[src/hw/rtl/spq_pkg.sv]
package spq_pkg;

	localparam int DEPTH     = 64;
	localparam int KEY_WIDTH = 24;
	localparam int CNT_W     = $clog2(DEPTH + 1);

	localparam logic OP_ENQ = 1'b0;
	localparam logic OP_DEQ = 1'b1;

	typedef struct packed {
		logic        op;
		logic [23:0] key;
		logic [7:0]  tag;
		logic [19:0] population;
		logic [1:0]  damage_level;
	} req_t;

	typedef struct packed {
		logic        out_valid;
		logic [23:0] out_key;
		logic [7:0]  out_tag;
		logic [19:0] out_population;
		logic [1:0]  out_damage;
		logic        overflow;
		logic [6:0]  entry_count;
		logic        is_empty;
	} rsp_t;

	// one stored entry
	typedef struct packed {
		logic [KEY_WIDTH-1:0] key;
		logic [7:0]           tag;
		logic [19:0]          population;
		logic [1:0]           damage;
	} entry_t;

	// broadcast to every cell
	typedef struct packed {
		logic   enq;
		logic   deq;
		entry_t new_ent;
	} cell_ctl_t;

endpackage

[src/hw/rtl/spq_cell.sv]
module spq_cell (
	input  logic              clk,
	input  spq_pkg::cell_ctl_t ctl,
	input  logic              occ,
	input  logic              left_ge,
	input  spq_pkg::entry_t   left_ent,
	input  spq_pkg::entry_t   right_ent,
	output spq_pkg::entry_t   ent,
	output logic              ge
);
	import spq_pkg::*;

	entry_t ent_q;

	// held entry ranks ahead of (or ties with) the new one
	assign ge  = occ && (ent_q.key >= ctl.new_ent.key);
	assign ent = ent_q;

	always_ff @(posedge clk) begin
		if (ctl.enq && !ge) begin
			// first non-ge cell takes the new entry, cells behind it shift back
			ent_q <= left_ge ? ctl.new_ent : left_ent;
		end else if (ctl.deq) begin
			ent_q <= right_ent;
		end
	end

endmodule

[config.mk]
export PLATFORM = sky130hd
export DESIGN_NAME = spq_cell
export DESIGN_NICKNAME = d
export VERILOG_FILES = /design/src/hw/rtl/spq_pkg.sv /design/src/hw/rtl/spq_cell.sv
export SDC_FILE = /design/constraint.sdc
export NUM_CORES = 1
export LEC_CHECK = 0
export ABC_AREA = 1
export BUFFER_PORTS_ARGS = -buffer_cell sky130_fd_sc_hd__buf_2
export CAP_MARGIN = 10
export CORE_UTILIZATION = 48
export DETAILED_ROUTE_END_ITERATION = 7
export HOLD_SLACK_MARGIN = 0.15
export PLACE_DENSITY = 0.87
export SLEW_MARGIN = 40
export SYNTH_ARGS = -nofsm -noshare
export SYNTH_HDL_FRONTEND = slang
export SYNTH_SLANG_ARGS = --single-unit
[constraint.sdc]
create_clock -name clk -period 4.5 [get_ports clk]
set_input_delay 0 -clock clk [delete_from_list [all_inputs] [get_ports clk]]
set_output_delay 0 -clock clk [all_outputs]
set_load 0.005 [all_outputs]
==> impl_metrics.env, run 1 <==
export IMPL_status="finished clean"
export IMPL_worstPathMaxFanout=55
export IMPL_p_clk_share_pct=18.4
export IMPL_async_reset_ff_share_pct=0
export IMPL_rows=32
export IMPL_syn_area_per_cell_um2=8.71
export IMPL_largest_reg_flops=54
export IMPL_p_switching_uw=471
export IMPL_cts_path_max_buffers=2
export IMPL_critPathKind="reg2reg"
export IMPL_start_kind="flip-flop"
export IMPL_regArea_mm2=0.00162
export IMPL_fp_dieW_um=91.9
export IMPL_cp_data_arrival_time_ps=3200
export IMPL_synthToLayoutAreaGrowth_pct=51.2
export IMPL_synth_seq_area_share_pct=41.8
export IMPL_dp_hpwl_mm=7.77
export IMPL_crit_path_cell_trace="ha_1, nand2_1, nand2_1, nand2_1, nand2_1, nor2_1, nand3_1, nand2_1, nand2_1, nand2_2, buf_4, nand3_1, nand2_1, dlygate4sd3_1"
export IMPL_tns_ps=0
export IMPL_p_total_mw=1.49
export IMPL_synth_edf_count=54
export IMPL_fin_skew_ps=9.36
export IMPL_initial_utilization_pct=49.9
export IMPL_period_minus_slack_ps=3020
export IMPL_syn_num_nets=636
export IMPL_drive_gt1_share_pct=40.1
export IMPL_core_area_mm2=0.00777
export IMPL_grt_start_max_net_pins=56
export IMPL_fill_cells=522
export IMPL_overflow=0
export IMPL_layout_nets=923
export IMPL_cellLeakagePower_nw=3.09
export IMPL_htree_num_levels=2
export IMPL_ios=222
export IMPL_first_global_vias=4422
export IMPL_fp_dieH_um=91.9
export IMPL_clockRootBuffer="clkbuf_8"
export IMPL_drt_wl_total_mm=12.8
export IMPL_fin_crit_sh_pct=67.1
export IMPL_yosysWarnings=0
export IMPL_cap_violations=0
export IMPL_post_place_ws_ps=1210
export IMPL_dr_total_vias=4309
export IMPL_drtAntennaViolNets=0
export IMPL_layout_commonest_cell="buf_2"
export IMPL_drtIter0Drc=160
export IMPL_cp_data_required_time_ps=4680
export IMPL_setup_viol=0
export IMPL_pwr_density_cell_mw_per_mm2=255
export IMPL_numCtsBuffers=5
export IMPL_port_buffers=221
export IMPL_seqPwrFrac_pct=44.9
export IMPL_grt_pass1_wl_mm=19.8
export IMPL_clk_pin_slew_worst_paths_ps=100
export IMPL_dieArea_mm2=0.00844
export IMPL_cts_sinks=54
export IMPL_synthFlopType="edfxtp_1"
export IMPL_fmax_mhz=331
export IMPL_layout_common_cells="buf_2 (221), nand2_1 (147), dlygate4sd3_1 (81)"
export IMPL_p_sw_share_pct=31.5
export IMPL_antenna_diode_count=0
export IMPL_synth_seq_cells=54
export IMPL_viasPerCell=5.16
export IMPL_first_pass_iters=4
export IMPL_cts_setup_buffers=0
export IMPL_antenna_found_initial=0
export IMPL_hold_viol=0
export IMPL_setup_ws_ps=1480
export IMPL_worst_setup_path_end_kind="flip-flop"
export IMPL_max_slew_margin_rel_pct=46.9
export IMPL_power_internal_mw=1.02
export IMPL_drc_errors=0
export IMPL_grtUsageTotal_pct=30.2
export IMPL_rsz0062_at_grt="no"
export IMPL_crit_slowest_cell="buf_4"
export IMPL_ys_types=17
export IMPL_wl_per_cell_um=15.3
export IMPL_synth_area_mm2=0.00388
export IMPL_worst_path_most_repeated_cell="nand2_1"
export IMPL_cpPeakStageDelay_ps=590
export IMPL_fin_hold_ws_ps=145
export IMPL_worstMarginPinSlew_ps=797
export IMPL_post_route_util_pct=75.4
export IMPL_p_comb_share_pct=36.7
export IMPL_slew_violations=0
export IMPL_max_vdd_ir_drop_v=0.000146
export IMPL_cts_tree="done"
export IMPL_synthCells=445
export IMPL_hp_class="in2reg"
export IMPL_clkLatencyLatePin_ps=310
export IMPL_gp_congestion=0.837
export IMPL_multi_input_comb_area_mm2=0.00193
[cell usage after synthesis (2+ instances only)]
master      n  area share, %
edfxtp_1   54             42
buf_2       6           0.77
nand3_2    26            6.7
clkbuf_1    7           0.68
buf_6      11            3.2
buf_1       2           0.19
inv_1      39            3.8
nand3_1    32            4.1
nor2_2      2           0.32
ha_1       24            7.7
nor2_1     32            3.1
mux2_2     31            9.0
nand2_1   148             14
a21oi_1    28            3.6
[path summary, 6_finish.rpt]
| path | endpoint | slack (ps) | cells past startpoint | from |
|---|---|---|---|---|
| setup / recovery | ent[9]$_DFFE_PP_ | 1480 | 14 | ent[35]$_DFFE_PP_ |
| setup reg to reg | ent[9]$_DFFE_PP_ | 1480 | 14 | ent[35]$_DFFE_PP_ |
| hold / removal | ent[25]$_DFFE_PP_ | 140 | 4 | ctl[25] |
| hold reg to reg | ent[32]$_DFFE_PP_ | 1480 | 9 | ent[53]$_DFFE_PP_ |
[cells by family after synthesis]
family,Yosys count,synth area share [%]
compound gates,29,3.74
mux,31,9.01
buf+inv,65,8.62
flops,54,41.8
fa+ha+maj,24,7.75
simple gates,242,29.1
[per-stage QoR]
| stage | cells | area, µm² |
|---|---|---|
| 6_report | 835 | 5860 |
| 2_1_floorplan | 445 | 3880 |
| 3_3_place_gp | 746 | 4950 |
| 3_5_place_dp | 746 | 4950 |
| 5_1_grt | 835 | 5860 |
| 4_1_cts | 835 | 5850 |
[layout make-up]
class,instances,area share [%]
multi-input cells,326,32.9
flip-flops and latches,54,27.7
clock buffers,5,1.17
repair buffers,306,33.2
clock inverters,3,0.342
inverters,39,2.50
well taps,102,2.18
[timing repair]
action / 4_1_cts / 5_1_grt
endpoints found under the hold margin: 54 / 0
gates resized for setup: 0 / 0
hold buffers: 81 / 0
[metal layers]
layer / wire length, µm / global-route usage (%) / vias to the layer above / part of all wire [%]
met5: 0 / 0 / - / 0
met4: 469 / 14.3 / 0 / 3.7
met3: 901 / 6.22 / 45 / 7.0
met2: 6880 / 59.6 / 249 / 54
met1: 4540 / 29.3 / 1972 / 35
li1: - / - / 2043 / -
[power by group through the flow]
stage	Combinational [mW]	Clock [mW]	Sequential, mW
floorplan	0.263	0	0.689
global placement	0.434	0	0.675
detailed placement	0.452	0	0.681
CTS	0.532	0.276	0.670
global route	0.602	0.298	0.677
finish	0.549	0.274	0.671
[critical path: cells and delay by family, from the launching register on]
family	cells	cell delay (ps)
flip-flops	1	400
AND/OR/NAND/NOR	11	1000
adder cells (fa/ha/maj)	1	310
buffers and inverters	2	1140
No activity file was read; power rests on OpenSTA's default activity.
==> run 2, diff against run 1 <==
--- a/config.mk
+++ b/config.mk
@@ -8,10 +8,10 @@
 export ABC_AREA = 1
 export BUFFER_PORTS_ARGS = -buffer_cell sky130_fd_sc_hd__buf_2
 export CAP_MARGIN = 10
-export CORE_UTILIZATION = 48
+export CORE_UTILIZATION = 41
 export DETAILED_ROUTE_END_ITERATION = 7
 export HOLD_SLACK_MARGIN = 0.15
-export PLACE_DENSITY = 0.87
+export PLACE_DENSITY = 0.79
 export SLEW_MARGIN = 40
 export SYNTH_ARGS = -nofsm -noshare
 export SYNTH_HDL_FRONTEND = slang
==> constraint.sdc (replaced) <==
create_clock -name clk -period 2.5 [get_ports clk]
set_input_delay 0 -clock clk [delete_from_list [all_inputs] [get_ports clk]]
set_output_delay 0 -clock clk [all_outputs]
set_load 0.005 [all_outputs]
==> impl_metrics.env, run 2 (synthesized netlist as in run 1, its figures left out) <==
export IMPL_cap_violations=0
export IMPL_cts_setup_buffers=0
export IMPL_htree_num_levels=2
export IMPL_port_buffers=221
export IMPL_max_slew_margin_rel_pct=49.5
export IMPL_cts_path_max_buffers=2
export IMPL_p_comb_share_pct=37.1
export IMPL_fin_skew_ps=9.30
export IMPL_fmax_mhz=460
export IMPL_drtAntennaViolNets=0
export IMPL_max_vdd_ir_drop_v=0.000236
export IMPL_power_internal_mw=1.85
export IMPL_status="finished clean"
export IMPL_p_total_mw=2.67
export IMPL_layout_nets=951
export IMPL_multi_input_comb_area_mm2=0.00193
export IMPL_cp_data_arrival_time_ps=2170
export IMPL_hold_viol=0
export IMPL_clk_pin_slew_worst_paths_ps=100
export IMPL_drtIter0Drc=186
export IMPL_initial_utilization_pct=42.1
export IMPL_clkLatencyLatePin_ps=300
export IMPL_numCtsBuffers=5
export IMPL_drive_gt1_share_pct=38.8
export IMPL_synthToLayoutAreaGrowth_pct=59.5
export IMPL_start_kind="flip-flop"
export IMPL_fin_crit_sh_pct=86.9
export IMPL_overflow=0
export IMPL_drc_errors=0
export IMPL_antenna_diode_count=0
export IMPL_worstPathMaxFanout=55
export IMPL_layout_commonest_cell="buf_2"
export IMPL_seqPwrFrac_pct=44.9
export IMPL_gp_congestion=0.796
export IMPL_layout_common_cells="buf_2 (221), nand2_1 (147), dlygate4sd3_1 (106)"
export IMPL_drt_wl_total_mm=12.9
export IMPL_grt_pass1_wl_mm=20.0
export IMPL_p_switching_uw=821
export IMPL_cts_sinks=54
export IMPL_grtUsageTotal_pct=25.8
export IMPL_wl_per_cell_um=14.8
export IMPL_largest_reg_flops=54
export IMPL_hp_class="in2reg"
export IMPL_grt_start_max_net_pins=56
export IMPL_core_area_mm2=0.00920
export IMPL_period_minus_slack_ps=2170
export IMPL_worstMarginPinSlew_ps=758
export IMPL_tns_ps=0
export IMPL_p_clk_share_pct=17.9
export IMPL_slew_violations=0
export IMPL_cts_tree="done"
export IMPL_cp_data_required_time_ps=2500
export IMPL_p_sw_share_pct=30.7
export IMPL_cts_resized=0
export IMPL_dp_hpwl_mm=7.43
export IMPL_first_global_vias=4395
export IMPL_worst_setup_path_end_kind="output port"
export IMPL_antenna_found_initial=0
export IMPL_ctsHoldBuffers=105
export IMPL_regArea_mm2=0.00162
export IMPL_critPathKind="reg2out"
export IMPL_cellLeakagePower_nw=3.22
export IMPL_clockRootBuffer="clkbuf_8"
export IMPL_dr_total_vias=4335
export IMPL_rows=35
export IMPL_setup_viol=0
export IMPL_viasPerCell=4.98
export IMPL_dieArea_mm2=0.00985
export IMPL_first_pass_iters=4
export IMPL_fill_cells=702
export IMPL_ios=222
export IMPL_fp_dieH_um=99.2
export IMPL_pwr_density_cell_mw_per_mm2=433
export IMPL_rsz0062_at_grt="no"
export IMPL_fp_dieW_um=99.2
## run 2: area by class of cell
cell class / instances / area share, %
clock buffer: 7 / 1.23
tap: 111 / 2.25
sequential: 54 / 26.2
timing repair buffer: 334 / 36.7
inverter: 39 / 2.37
multi-input combinational: 326 / 31.2
## run 2: path summary, 6_finish.rpt
path                                         from                end  slack, ps  depth (start not counted)
worst max register to register  ent[49]$_DFFE_PP_   ent[1]$_DFFE_PP_        350                         13
worst min register to register  ent[53]$_DFFE_PP_  ent[49]$_DFFE_PP_       1310                          9
worst max-delay path            ent[49]$_DFFE_PP_                 ge        330                         13
worst min-delay path                      ctl[25]  ent[25]$_DFFE_PP_        150                          4
## run 2: power groups by stage
| stage | Combinational (mW) | Sequential [mW] | Clock [mW] |
|---|---|---|---|
| 2_1_floorplan | 0.476 | 1.24 | 0 |
| 3_3_place_gp | 0.808 | 1.22 | 0 |
| 3_5_place_dp | 0.831 | 1.22 | 0 |
| 4_1_cts | 0.972 | 1.20 | 0.479 |
| 5_1_grt | 1.10 | 1.21 | 0.516 |
| 6_report | 0.993 | 1.20 | 0.479 |
## run 2: through the flow
step           hold slack, ps  instance area (µm²)  util (%)  cells  worst slack (ps)
2_1_floorplan             179                 3880         -    445               229
3_3_place_gp              265                 5040      54.8    758               380
3_5_place_dp              266                 5040      54.8    758               368
4_1_cts                   151                 6170      67.1    870               305
5_1_grt                   156                 6180      67.2    871               110
6_report                  149                 6180      67.2    871               328
## run 2: worst max-delay path, cell delays in order, from the launching register on
cell	delay, ps
edfxtp_1	410
ha_1	300
nand2_1	90
nor2_1	50
nand2_1	100
inv_1	50
nand2_1	50
nand3_1	60
nor2_1	90
nand2_1	60
nand2_2	110
buf_12	280
inv_1	60
buf_2	130
## run 2: routing by layer
layer  share of wire, %  GRT usage, %  vias up
met3                7.4          5.41       54
met5                  0             0        -
met2                 53          49.8      225
met4                3.8          11.2        0
li1                   -             -     2101
met1                 36          26.8     1955
